File: src/hw/rtl/tms_pkg.sv
// Package for the tone melody sequencer: table geometry, divider widths,
// register indexes, action codes and the command/status structs.
// No dependencies.
`timescale 1ns / 1ps

package tms_pkg;

    localparam int TABLE_DEPTH = 64;
    localparam int ADDR_W      = $clog2(TABLE_DEPTH);
    localparam int ENTRY_W     = 48;

    localparam int DIVD_W    = 18;
    localparam int DIVS_W    = 16;
    localparam int DIV_CNT_W = $clog2(DIVD_W + 1);

    localparam logic [DIVD_W-1:0] WHOLE_NOTE_MS = 18'd240000;
    localparam logic [26:0]       US_PER_MS     = 27'd1000;

    localparam int PADDR_W = 4;

    typedef enum logic [1:0] {
        REG_TEMPO = 2'd0,
        REG_COUNT = 2'd1,
        REG_GAP   = 2'd2
    } t_reg_idx;

    typedef enum logic [1:0] {
        ACT_TICK  = 2'd0,
        ACT_LOAD  = 2'd1,
        ACT_START = 2'd2,
        ACT_STOP  = 2'd3
    } t_action;

    typedef struct packed {
        logic [15:0] tempo;
        logic [5:0]  count;
        logic        gap_en;
    } t_cfg;

    typedef struct packed {
        logic capture;
        logic div_start_w;
        logic div_start_l;
        logic wr_entry;
        logic do_start;
        logic do_stop;
        logic tick_end;
        logic tick_add;
        logic tick_adv;
        logic rd_req;
        logic arm;
        logic scale;
        logic emit;
    } t_cmd;

    typedef struct packed {
        t_action action;
        logic    conv_direct;
        logic    div_busy;
        logic    end_cond;
        logic    pend_nz;
        logic    reached;
        logic    out_free;
    } t_sts;

endpackage

File: src/hw/rtl/tone_melody_sequencer.sv
// Top level of the tone melody sequencer: configuration port, controller and datapath.
// Depends on tms_pkg, tms_regs, tms_ctrl and tms_dp.
`timescale 1ns / 1ps

// Each request is taken when o_ready is high and produces one result in an output
// register, so a new request may be taken while the previous result waits. A load
// goes straight to S_WRITE when the tempo or the duration code is zero; otherwise
// the whole-note time and then the note length each pass through the shared
// restoring divider at one quotient bit per cycle. The note table resets to zero
// through per-entry valid bits, so no clearing pass follows reset.
module tone_melody_sequencer
    import tms_pkg::*;
(
    input  logic               i_clk,
    input  logic               i_rst_n,
    input  logic               psel,
    input  logic               penable,
    input  logic               pwrite,
    input  logic [PADDR_W-1:0] paddr,
    input  logic [31:0]        pwdata,
    output logic [31:0]        prdata,
    output logic               pready,
    input  logic               i_valid,
    output logic               o_ready,
    input  logic [1:0]         i_action,
    input  logic [31:0]        i_tick_delta_us,
    input  logic [5:0]         i_entry_index,
    input  logic [15:0]        i_note_freq,
    input  logic signed [15:0] i_duration_code,
    input  logic [15:0]        i_gap_ms,
    output logic               o_valid,
    input  logic               i_ready,
    output logic               o_tone_start,
    output logic [15:0]        o_tone_freq,
    output logic [15:0]        o_tone_ms,
    output logic               o_silence,
    output logic               o_finished,
    output logic               o_playing
);

    t_cfg cfg;
    t_cmd cmd;
    t_sts sts;

    tms_regs u_regs (
        .i_clk   (i_clk),
        .i_rst_n (i_rst_n),
        .psel    (psel),
        .penable (penable),
        .pwrite  (pwrite),
        .paddr   (paddr),
        .pwdata  (pwdata),
        .prdata  (prdata),
        .pready  (pready),
        .o_cfg   (cfg)
    );

    tms_ctrl u_ctrl (
        .i_clk   (i_clk),
        .i_rst_n (i_rst_n),
        .i_valid (i_valid),
        .i_sts   (sts),
        .o_cmd   (cmd),
        .o_ready (o_ready)
    );

    tms_dp u_dp (
        .i_clk           (i_clk),
        .i_rst_n         (i_rst_n),
        .i_cfg           (cfg),
        .i_cmd           (cmd),
        .o_sts           (sts),
        .i_action        (i_action),
        .i_tick_delta_us (i_tick_delta_us),
        .i_entry_index   (i_entry_index),
        .i_note_freq     (i_note_freq),
        .i_duration_code (16'(i_duration_code)),
        .i_gap_ms        (i_gap_ms),
        .i_ready         (i_ready),
        .o_valid         (o_valid),
        .o_tone_start    (o_tone_start),
        .o_tone_freq     (o_tone_freq),
        .o_tone_ms       (o_tone_ms),
        .o_silence       (o_silence),
        .o_finished      (o_finished),
        .o_playing       (o_playing)
    );

endmodule

File: src/hw/rtl/tms_ram.sv
// Generic single-write, single-read RAM with a registered read port.
// No dependencies.
`timescale 1ns / 1ps

module tms_ram #(
    parameter int WIDTH = 8,
    parameter int DEPTH = 16
) (
    input  logic                     i_clk,
    input  logic                     i_we,
    input  logic [$clog2(DEPTH)-1:0] i_waddr,
    input  logic [WIDTH-1:0]         i_wdata,
    input  logic                     i_re,
    input  logic [$clog2(DEPTH)-1:0] i_raddr,
    output logic [WIDTH-1:0]         o_rdata
);

    logic [WIDTH-1:0] r_mem [DEPTH];
    logic [WIDTH-1:0] r_rdata;

    always_ff @(posedge i_clk) begin
        if (i_we) begin
            r_mem[i_waddr] <= i_wdata;
        end
        if (i_re) begin
            r_rdata <= r_mem[i_raddr];
        end
    end

    assign o_rdata = r_rdata;

endmodule

File: src/hw/rtl/tms_div.sv
// Restoring divider, one quotient bit per cycle, shared by the length conversion.
// Depends on tms_pkg.
`timescale 1ns / 1ps

module tms_div
    import tms_pkg::*;
(
    input  logic              i_clk,
    input  logic              i_rst_n,
    input  logic              i_start,
    input  logic [DIVD_W-1:0] i_dividend,
    input  logic [DIVS_W-1:0] i_divisor,
    output logic              o_busy,
    output logic [DIVD_W-1:0] o_quotient
);

    logic [DIV_CNT_W-1:0] r_cnt, n_cnt;
    logic [DIVS_W-1:0]    r_rem, n_rem;
    logic [DIVD_W-1:0]    r_quo, n_quo;
    logic [DIVS_W-1:0]    r_den;
    logic [DIVS_W:0]      rem_sh;
    logic [DIVS_W:0]      diff;
    logic                 ge;

    always_comb begin
        rem_sh = {r_rem, r_quo[DIVD_W-1]};
        ge     = rem_sh >= {1'b0, r_den};
        diff   = rem_sh - {1'b0, r_den};
        n_cnt  = r_cnt;
        n_rem  = r_rem;
        n_quo  = r_quo;
        if (i_start) begin
            n_cnt = DIV_CNT_W'(DIVD_W);
            n_rem = '0;
            n_quo = i_dividend;
        end else if (r_cnt != '0) begin
            n_cnt = r_cnt - 1'b1;
            n_rem = ge ? diff[DIVS_W-1:0] : rem_sh[DIVS_W-1:0];
            n_quo = {r_quo[DIVD_W-2:0], ge};
        end
    end

    always_ff @(posedge i_clk) begin
        if (!i_rst_n) begin
            r_cnt <= '0;
        end else begin
            r_cnt <= n_cnt;
        end
    end

    always_ff @(posedge i_clk) begin
        r_rem <= n_rem;
        r_quo <= n_quo;
        if (i_start) begin
            r_den <= i_divisor;
        end
    end

    assign o_busy     = r_cnt != '0;
    assign o_quotient = r_quo;

endmodule

File: src/hw/rtl/tms_regs.sv
// APB-style configuration registers: tempo, note count and gap enable.
// Depends on tms_pkg.
`timescale 1ns / 1ps

module tms_regs
    import tms_pkg::*;
(
    input  logic               i_clk,
    input  logic               i_rst_n,
    input  logic               psel,
    input  logic               penable,
    input  logic               pwrite,
    input  logic [PADDR_W-1:0] paddr,
    input  logic [31:0]        pwdata,
    output logic [31:0]        prdata,
    output logic               pready,
    output t_cfg               o_cfg
);

    t_cfg r_cfg, n_cfg;
    logic wr;

    assign wr = psel && penable && pwrite;

    always_comb begin
        n_cfg = r_cfg;
        if (wr) begin
            unique case (paddr[3:2])
                REG_TEMPO: n_cfg.tempo  = pwdata[15:0];
                REG_COUNT: n_cfg.count  = pwdata[5:0];
                REG_GAP:   n_cfg.gap_en = pwdata[0];
                default:   n_cfg = r_cfg;
            endcase
        end
    end

    always_ff @(posedge i_clk) begin
        if (!i_rst_n) begin
            r_cfg <= '0;
        end else begin
            r_cfg <= n_cfg;
        end
    end

    always_comb begin
        unique case (paddr[3:2])
            REG_TEMPO: prdata = {16'd0, r_cfg.tempo};
            REG_COUNT: prdata = {26'd0, r_cfg.count};
            REG_GAP:   prdata = {31'd0, r_cfg.gap_en};
            default:   prdata = 32'd0;
        endcase
    end

    assign pready = 1'b1;
    assign o_cfg  = r_cfg;

endmodule

File: src/hw/rtl/tms_ctrl.sv
// Controller state machine that sequences each request through the datapath.
// Depends on tms_pkg.
`timescale 1ns / 1ps

module tms_ctrl
    import tms_pkg::*;
(
    input  logic i_clk,
    input  logic i_rst_n,
    input  logic i_valid,
    input  t_sts i_sts,
    output t_cmd o_cmd,
    output logic o_ready
);

    typedef enum logic [8:0] {
        S_IDLE  = 9'b000000001,
        S_EXEC  = 9'b000000010,
        S_DIV1  = 9'b000000100,
        S_DIV2  = 9'b000001000,
        S_WRITE = 9'b000010000,
        S_CMP   = 9'b000100000,
        S_ARM   = 9'b001000000,
        S_SCALE = 9'b010000000,
        S_DONE  = 9'b100000000
    } t_state;

    t_state r_state, n_state;

    always_comb begin
        n_state = r_state;
        o_cmd   = '0;
        unique case (r_state)
            S_IDLE: begin
                if (i_valid) begin
                    o_cmd.capture = 1'b1;
                    n_state       = S_EXEC;
                end
            end
            S_EXEC: begin
                unique case (i_sts.action)
                    ACT_LOAD: begin
                        if (i_sts.conv_direct) begin
                            n_state = S_WRITE;
                        end else begin
                            o_cmd.div_start_w = 1'b1;
                            n_state           = S_DIV1;
                        end
                    end
                    ACT_START: begin
                        o_cmd.do_start = 1'b1;
                        n_state        = S_DONE;
                    end
                    ACT_STOP: begin
                        o_cmd.do_stop = 1'b1;
                        n_state       = S_DONE;
                    end
                    default: begin
                        if (i_sts.end_cond) begin
                            o_cmd.tick_end = 1'b1;
                            n_state        = S_DONE;
                        end else if (i_sts.pend_nz) begin
                            o_cmd.tick_add = 1'b1;
                            n_state        = S_CMP;
                        end else begin
                            o_cmd.tick_add = 1'b1;
                            o_cmd.rd_req   = 1'b1;
                            n_state        = S_ARM;
                        end
                    end
                endcase
            end
            S_DIV1: begin
                if (!i_sts.div_busy) begin
                    o_cmd.div_start_l = 1'b1;
                    n_state           = S_DIV2;
                end
            end
            S_DIV2: begin
                if (!i_sts.div_busy) begin
                    n_state = S_WRITE;
                end
            end
            S_WRITE: begin
                o_cmd.wr_entry = 1'b1;
                n_state        = S_DONE;
            end
            S_CMP: begin
                o_cmd.tick_adv = i_sts.reached;
                n_state        = S_DONE;
            end
            S_ARM: begin
                o_cmd.arm = 1'b1;
                n_state   = S_SCALE;
            end
            S_SCALE: begin
                o_cmd.scale = 1'b1;
                n_state     = S_DONE;
            end
            S_DONE: begin
                if (i_sts.out_free) begin
                    o_cmd.emit = 1'b1;
                    n_state    = S_IDLE;
                end
            end
            default: n_state = S_IDLE;
        endcase
    end

    always_ff @(posedge i_clk) begin
        if (!i_rst_n) begin
            r_state <= S_IDLE;
        end else begin
            r_state <= n_state;
        end
    end

    assign o_ready = r_state == S_IDLE;

endmodule

File: src/hw/rtl/tms_dp.sv
// Datapath: request capture, length conversion, note table, playback state
// and result register. Depends on tms_pkg, tms_div and tms_ram.
`timescale 1ns / 1ps

module tms_dp
    import tms_pkg::*;
(
    input  logic        i_clk,
    input  logic        i_rst_n,
    input  t_cfg        i_cfg,
    input  t_cmd        i_cmd,
    output t_sts        o_sts,
    input  logic [1:0]  i_action,
    input  logic [31:0] i_tick_delta_us,
    input  logic [5:0]  i_entry_index,
    input  logic [15:0] i_note_freq,
    input  logic [15:0] i_duration_code,
    input  logic [15:0] i_gap_ms,
    input  logic        i_ready,
    output logic        o_valid,
    output logic        o_tone_start,
    output logic [15:0] o_tone_freq,
    output logic [15:0] o_tone_ms,
    output logic        o_silence,
    output logic        o_finished,
    output logic        o_playing
);

    t_action     r_action;
    logic [31:0] r_delta;
    logic [5:0]  r_idx;
    logic [15:0] r_freq_in;
    logic [15:0] r_code;
    logic [15:0] r_gap_in;

    logic        r_res_start, n_res_start;
    logic [15:0] r_res_freq, n_res_freq;
    logic [15:0] r_res_ms, n_res_ms;
    logic        r_res_sil, n_res_sil;
    logic        r_res_fin, n_res_fin;

    logic [6:0]  r_ptr, n_ptr;
    logic        r_run, n_run;
    logic [31:0] r_elapsed, n_elapsed;
    logic [16:0] r_pend, n_pend;
    logic [26:0] r_wait_us, n_wait_us;
    logic [TABLE_DEPTH-1:0] r_valid;
    logic        r_rd_valid;

    logic        r_out_valid;
    logic        r_out_start;
    logic [15:0] r_out_freq;
    logic [15:0] r_out_ms;
    logic        r_out_sil;
    logic        r_out_fin;
    logic        r_out_play;

    logic              code_neg;
    logic [15:0]       code_mag;
    logic [15:0]       direct_len;
    logic [DIVD_W-1:0] quotient;
    logic [19:0]       dot_sum;
    logic [19:0]       div_len;
    logic [15:0]       sat_len;
    logic [15:0]       wr_len;
    logic              wr_ok;
    logic              div_busy;
    logic [ENTRY_W-1:0] rdata;
    logic [ENTRY_W-1:0] entry;
    logic [32:0]       elapsed_sum;
    logic              out_free;

    assign code_neg   = r_code[15];
    assign code_mag   = code_neg ? (~r_code + 16'd1) : r_code;
    assign direct_len = (i_cfg.tempo == 16'd0 && !code_neg) ? r_code : 16'd0;
    assign dot_sum    = {2'b00, quotient} + {1'b0, quotient, 1'b0};
    assign div_len    = code_neg ? {1'b0, dot_sum[19:1]} : {2'b00, quotient};
    assign sat_len    = (div_len[19:16] != 4'd0) ? 16'hFFFF : div_len[15:0];
    assign wr_len     = o_sts.conv_direct ? direct_len : sat_len;
    assign wr_ok      = 32'(r_idx) < TABLE_DEPTH;

    tms_div u_div (
        .i_clk      (i_clk),
        .i_rst_n    (i_rst_n),
        .i_start    (i_cmd.div_start_w || i_cmd.div_start_l),
        .i_dividend (i_cmd.div_start_w ? WHOLE_NOTE_MS : quotient),
        .i_divisor  (i_cmd.div_start_w ? i_cfg.tempo : code_mag),
        .o_busy     (div_busy),
        .o_quotient (quotient)
    );

    tms_ram #(
        .WIDTH (ENTRY_W),
        .DEPTH (TABLE_DEPTH)
    ) u_table (
        .i_clk   (i_clk),
        .i_we    (i_cmd.wr_entry && wr_ok),
        .i_waddr (ADDR_W'(r_idx)),
        .i_wdata ({r_freq_in, wr_len, r_gap_in}),
        .i_re    (i_cmd.rd_req),
        .i_raddr (ADDR_W'(r_ptr)),
        .o_rdata (rdata)
    );

    assign entry       = r_rd_valid ? rdata : '0;
    assign elapsed_sum = {1'b0, r_elapsed} + {1'b0, r_delta};
    assign out_free    = !r_out_valid || i_ready;

    always_comb begin
        o_sts.action      = r_action;
        o_sts.conv_direct = (i_cfg.tempo == 16'd0) || (code_mag == 16'd0);
        o_sts.div_busy    = div_busy;
        o_sts.end_cond    = !r_run || (r_ptr >= {1'b0, i_cfg.count})
                            || (32'(r_ptr) >= TABLE_DEPTH);
        o_sts.pend_nz     = r_pend != 17'd0;
        o_sts.reached     = r_elapsed >= {5'd0, r_wait_us};
        o_sts.out_free    = out_free;
    end

    always_comb begin
        n_res_start = r_res_start;
        n_res_freq  = r_res_freq;
        n_res_ms    = r_res_ms;
        n_res_sil   = r_res_sil;
        n_res_fin   = r_res_fin;
        n_ptr       = r_ptr;
        n_run       = r_run;
        n_elapsed   = r_elapsed;
        n_pend      = r_pend;
        n_wait_us   = r_wait_us;
        if (i_cmd.capture) begin
            n_res_start = 1'b0;
            n_res_freq  = 16'd0;
            n_res_ms    = 16'd0;
            n_res_sil   = 1'b0;
            n_res_fin   = 1'b0;
        end
        if (i_cmd.do_start) begin
            n_run = 1'b1;
        end
        if (i_cmd.do_stop || i_cmd.tick_end) begin
            n_run     = 1'b0;
            n_ptr     = 7'd0;
            n_elapsed = 32'd0;
            n_pend    = 17'd0;
            n_wait_us = 27'd0;
        end
        if (i_cmd.tick_end) begin
            n_res_sil = 1'b1;
            n_res_fin = 1'b1;
        end
        if (i_cmd.tick_add) begin
            n_elapsed = elapsed_sum[32] ? 32'hFFFF_FFFF : elapsed_sum[31:0];
        end
        if (i_cmd.tick_adv) begin
            n_res_sil = 1'b1;
            n_pend    = 17'd0;
            n_ptr     = r_ptr + 7'd1;
            n_elapsed = 32'd0;
        end
        if (i_cmd.arm) begin
            n_res_start = 1'b1;
            n_res_freq  = entry[47:32];
            n_res_ms    = entry[31:16];
            n_pend      = {1'b0, entry[31:16]}
                          + (i_cfg.gap_en ? {1'b0, entry[15:0]} : 17'd0);
            n_elapsed   = 32'd0;
        end
        if (i_cmd.scale) begin
            n_wait_us = 27'(27'(r_pend) * US_PER_MS);
        end
    end

    always_ff @(posedge i_clk) begin
        if (!i_rst_n) begin
            r_ptr       <= '0;
            r_run       <= 1'b0;
            r_elapsed   <= '0;
            r_pend      <= '0;
            r_wait_us   <= '0;
            r_valid     <= '0;
            r_out_valid <= 1'b0;
        end else begin
            r_ptr     <= n_ptr;
            r_run     <= n_run;
            r_elapsed <= n_elapsed;
            r_pend    <= n_pend;
            r_wait_us <= n_wait_us;
            if (i_cmd.wr_entry && wr_ok) begin
                r_valid[ADDR_W'(r_idx)] <= 1'b1;
            end
            if (i_cmd.emit) begin
                r_out_valid <= 1'b1;
            end else if (i_ready) begin
                r_out_valid <= 1'b0;
            end
        end
    end

    always_ff @(posedge i_clk) begin
        if (i_cmd.capture) begin
            r_action  <= t_action'(i_action);
            r_delta   <= i_tick_delta_us;
            r_idx     <= i_entry_index;
            r_freq_in <= i_note_freq;
            r_code    <= i_duration_code;
            r_gap_in  <= i_gap_ms;
        end
        if (i_cmd.rd_req) begin
            r_rd_valid <= r_valid[ADDR_W'(r_ptr)];
        end
        r_res_start <= n_res_start;
        r_res_freq  <= n_res_freq;
        r_res_ms    <= n_res_ms;
        r_res_sil   <= n_res_sil;
        r_res_fin   <= n_res_fin;
        if (i_cmd.emit) begin
            r_out_start <= r_res_start;
            r_out_freq  <= r_res_freq;
            r_out_ms    <= r_res_ms;
            r_out_sil   <= r_res_sil;
            r_out_fin   <= r_res_fin;
            r_out_play  <= r_run;
        end
    end

    assign o_valid      = r_out_valid;
    assign o_tone_start = r_out_start;
    assign o_tone_freq  = r_out_freq;
    assign o_tone_ms    = r_out_ms;
    assign o_silence    = r_out_sil;
    assign o_finished   = r_out_fin;
    assign o_playing    = r_out_play;

endmodule

File: config.mk
export PLATFORM = sky130hd
export DESIGN_NAME = tone_melody_sequencer
export DESIGN_NICKNAME = d
export VERILOG_FILES = /design/src/hw/rtl/tms_pkg.sv /design/src/hw/rtl/tone_melody_sequencer.sv /design/src/hw/rtl/tms_ram.sv /design/src/hw/rtl/tms_div.sv /design/src/hw/rtl/tms_regs.sv /design/src/hw/rtl/tms_ctrl.sv /design/src/hw/rtl/tms_dp.sv
export SDC_FILE = /design/constraint.sdc
export NUM_CORES = 2
export LEC_CHECK = 0
export BUFFER_PORTS_ARGS = -buffer_cell sky130_fd_sc_hd__buf_2
export CAP_MARGIN = 25
export CELL_PAD_IN_SITES_DETAIL_PLACEMENT = 0
export CELL_PAD_IN_SITES_GLOBAL_PLACEMENT = 2
export CORE_UTILIZATION = 50
export DETAILED_ROUTE_END_ITERATION = 10
export PLACE_DENSITY = 0.8
export SLEW_MARGIN = 10
export SYNTH_ARGS = -nofsm -noshare
export SYNTH_HDL_FRONTEND = slang
export SYNTH_SLANG_ARGS = --single-unit
File: constraint.sdc
create_clock -name i_clk -period 10 [get_ports i_clk]
set_input_delay 2 -clock i_clk [delete_from_list [all_inputs] [get_ports i_clk]]
set_output_delay 2 -clock i_clk [all_outputs]
set_load 0.01 [all_outputs]
==> implementation parameters <==
Parameter                              Value

Run status
  Result of the run    complete, but fails checks
  Failing checks    design-rule violations

GRT
  Antenna violations before repair    20
  Number of global-route vias before repair    70890
  Global-route wire length before repair    525600 um
  Largest net degree at the start of global routing    149
  Remaining global-route overflow    0
  GRT Total Usage    26.24%

Detailed routing
  Met3 Routed Length    36750 um
  Total iterations of the first detailed-routing run    11
  Met1 Routed Length    143000 um
  Drt via density    6.307
  Highest routing layer actually used    met5
  Number of nets still failing antenna checks after routing    0
  Final routed wire length divided by cell count    33.09 um
  Post-detailed-routing wire length    372900 um
  1st-iter DRT viols    9194
  Via count of the routed design    71070
  Final routed DRC violation total    54
  Routed length on met2    183000 um

Logic synthesis
  Syn. warnings    0
  Post-synth EDFFs    3311
  Simple-gate area share of the yosys netlist    3.041%
  Synthesized area per cell    20.61 sq um
  Library cell with the highest instance count after synthesis    sky130_fd_sc_hd__edfxtp_1
  Area share of the largest cell type after synthesis    70.67%
  Synth top area cells    sky130_fd_sc_hd__edfxtp_1 (71%), sky130_fd_sc_hd__mux4_2 (16%), sky130_fd_sc_hd__dfxtp_1 (2.9%)
  Synthesized-area fraction occupied by adder cells    2.465%
  Synth Area in XOR/XNOR    0.5727%
  Post-synth design cell area    140700 sq um
  Fraction of synthesis flops using an asynchronous set or reset pin    0%
  Main synth FF type    sky130_fd_sc_hd__edfxtp_1
  Post-synthesis compound-gate area fraction    2.240%
  Post-synthesis sequential area ratio    73.54%
  Post-synthesis cell type with the largest combined area    sky130_fd_sc_hd__edfxtp_1
  Top cells by instance count after synthesis    sky130_fd_sc_hd__edfxtp_1 (3311), sky130_fd_sc_hd__mux4_2 (1016), sky130_fd_sc_hd__nor2_1 (317), sky130_fd_sc_hd__clkbuf_1 (229), sky130_fd_sc_hd__nand2_1 (229)
  Dominant combinational cell family by area after synthesis    multiplexers
  Number of standard cells after synthesis    6828
  Share of cell area taken by muxes after synthesis    16.67%
  Number of distinct library cells after synthesis    91
  Flops & latches, synth    3513

Die
  Die outline height    532.5 um
  Starting density of the core    50.31%
  Placeable core region    279600 sq um
  Number of ports placed on the die boundary    202
  Std-Cell Rows    194
  Area enclosed by the die boundary    283500 sq um
  Chip Width    532.5 um

CTS
  Maximum clock path buffer count    4
  Number of levels in the clock H-tree    5
  Gates resized, CTS repair    0
  Root buf cell    sky130_fd_sc_hd__clkbuf_16
  Post-cts hold buffer count    0
  Number of CTS-inserted buffers    361
  Skew-Pair Late Insertion Delay    0.96 ns
  Setup Fix Bufs, Post-CTS    0
  Number of clock sinks    3513
  Post-CTS clock slew at the launch and capture registers of the worst setup and hold paths    0.06 ns
  Clock tree from TritonCTS    done

Timing
  Peak clock frequency supported by timing    205.5 MHz
  # setup viols final    0
  Max-Slew Margin vs Limit    12.83%
  Number of max-slew violations in the final report    0
  Post-route clock skew    0.05969 ns
  Total count of hold-check failures in the final report    0
  Final total negative setup slack    0 ns
  Worst-Margin Slew    1.308 ns
  Minimum clock period after layout    4.867 ns
  RSZ-0062 raised after global routing    no
  Final Cycle Share    48.67%

Setup path
  Count of buffer and inverter cells on the critical path    2
  Slowest cell on the critical path    sky130_fd_sc_hd__nor2_1
  Critical-path cell list    buf_2, nor2_1, and2_1, buf_2
  Crit start category    input port
  Required time of the worst setup path    8.00 ns
  Maximum cell stage delay along the critical path    0.35 ns
  Worst path arrival time    2.87 ns
  Kind of end point of the critical path    output port
  Setup CP Type    input port to output port
  Peak fanout along the critical path    12
  CP dominant cell by count    sky130_fd_sc_hd__buf_2
  Category of cells accounting for the largest share of critical-path delay    simple AND/OR/NAND/NOR gates

Finish
  Final Core Density    56.96%
  NumNets Final    7615
  Share of post-route cells with drive strength above 1    27.17%
  Post-synthesis to final-layout area growth    13.20%
  Number of fill cells    20460

Place
  HPWL after DPL    203700 um
  Quantity of I/O buffers inserted on ports    166
  RD Place Congestion    0.7954

Min path
  Worst min-delay path category    flip-flop to flip-flop

Pwr
  Power per standard cell area    202.9 nW/um^2
  Overall power    32.31 mW
  LEAKAGE    50.17 nW
  Worst vdd rail ir drop    0.1492 mV

Job
  Max-cap check violation count    0
-- layer usage --
metal / global-route usage [%] / vias to the layer above
met5: 0.08435 / -
met4: 6.959 / 18
met3: 5.495 / 549
met2: 43.10 / 3722
met1: 35.89 / 37910
li1: - / 28880
-- state kept, by name (all words and copies together) (netlist names), 17 cells and up --
signal and count:
u_dp.r_delta 32, u_dp.r_elapsed 32, u_dp.r_pend 17, u_dp.r_valid 64
u_dp.r_wait_us 24, u_dp.u_div.o_quotient 18, u_dp.u_table.o_rdata 48, u_dp.u_table.r_mem 3072
u_regs.o_cfg 23
-- layout by cell type, fill, tap and decap left out, types with 149 or more instances in the layout --
master	instances
sky130_fd_sc_hd__nor2_1	253
sky130_fd_sc_hd__buf_4	175
sky130_fd_sc_hd__nand2_1	224
sky130_fd_sc_hd__mux4_2	1016
sky130_fd_sc_hd__inv_1	175
sky130_fd_sc_hd__clkbuf_16	365
sky130_fd_sc_hd__buf_2	167
sky130_fd_sc_hd__dfxtp_1	196
sky130_fd_sc_hd__a21oi_1	149
sky130_fd_sc_hd__ha_1	178
sky130_fd_sc_hd__edfxtp_1	3311
-- stage by stage --
step / hold slack, ns / cells / setup WS [ns] / area, sq um
after floorplan: 0.4003 / 6843 / 4.112 / 140700
after global placement: 0.4030 / 10580 / 5.041 / 147000
after detailed placement: 0.4045 / 10600 / 5.053 / 147400
after CTS: 0.4143 / 11250 / 5.026 / 159000
after global routing: 0.4241 / 11260 / 4.817 / 159300
final: 0.4116 / 11270 / 5.133 / 159300
-- cells by family (layout without fill, tap and decap cells) --
family,Yosys count,in the layout
DFF,3513,3513
and+or+nand+nor,901,901
buffers and inverters,517,1213
AOI/OAI and AO/OA,492,492
adders and majority gates,240,240
xor gates and xnor gates,92,92
other,2,23
muxes,1071,1071
-- final timing paths --
path | startpoint | to | slack [ns] | cells after the start
max | paddr[2] | prdata[7] | 5.13 | 4
min | u_dp.r_res_ms[13] | u_dp.o_tone_ms[13] | 0.41 | 0
max reg2reg | u_dp.r_pend[3] | u_dp.r_wait_us[25] | 5.16 | 16
min reg2reg | u_dp.r_res_ms[13] | u_dp.o_tone_ms[13] | 0.41 | 0
-- power breakdown --
group | internal, mW | total [mW] | switching, mW
Sequential | 16.7 | 16.9 | 0.122
Combinational | 0.660 | 2.12 | 1.46
Clock | 7.58 | 13.3 | 5.74
-- cell type report --
| type | count | area (sq um) | share of cell area (%) |
|---|---|---|---|
| Sequential cell | 3513 | 103500 | 64.98 |
| Multi-Input combinational cell | 2813 | 35820 | 22.49 |
| Clock buffer | 434 | 9443 | 5.929 |
| Tap cell | 3724 | 4659 | 2.926 |
| Timing Repair Buffer | 377 | 2939 | 1.845 |
| Clock inverter | 224 | 2225 | 1.397 |
| Inverter | 178 | 675.6 | 0.4242 |
| Antenna cell | 6 | 15.01 | 0.009427 |
No activity file was read; power rests on OpenSTA's default activity.
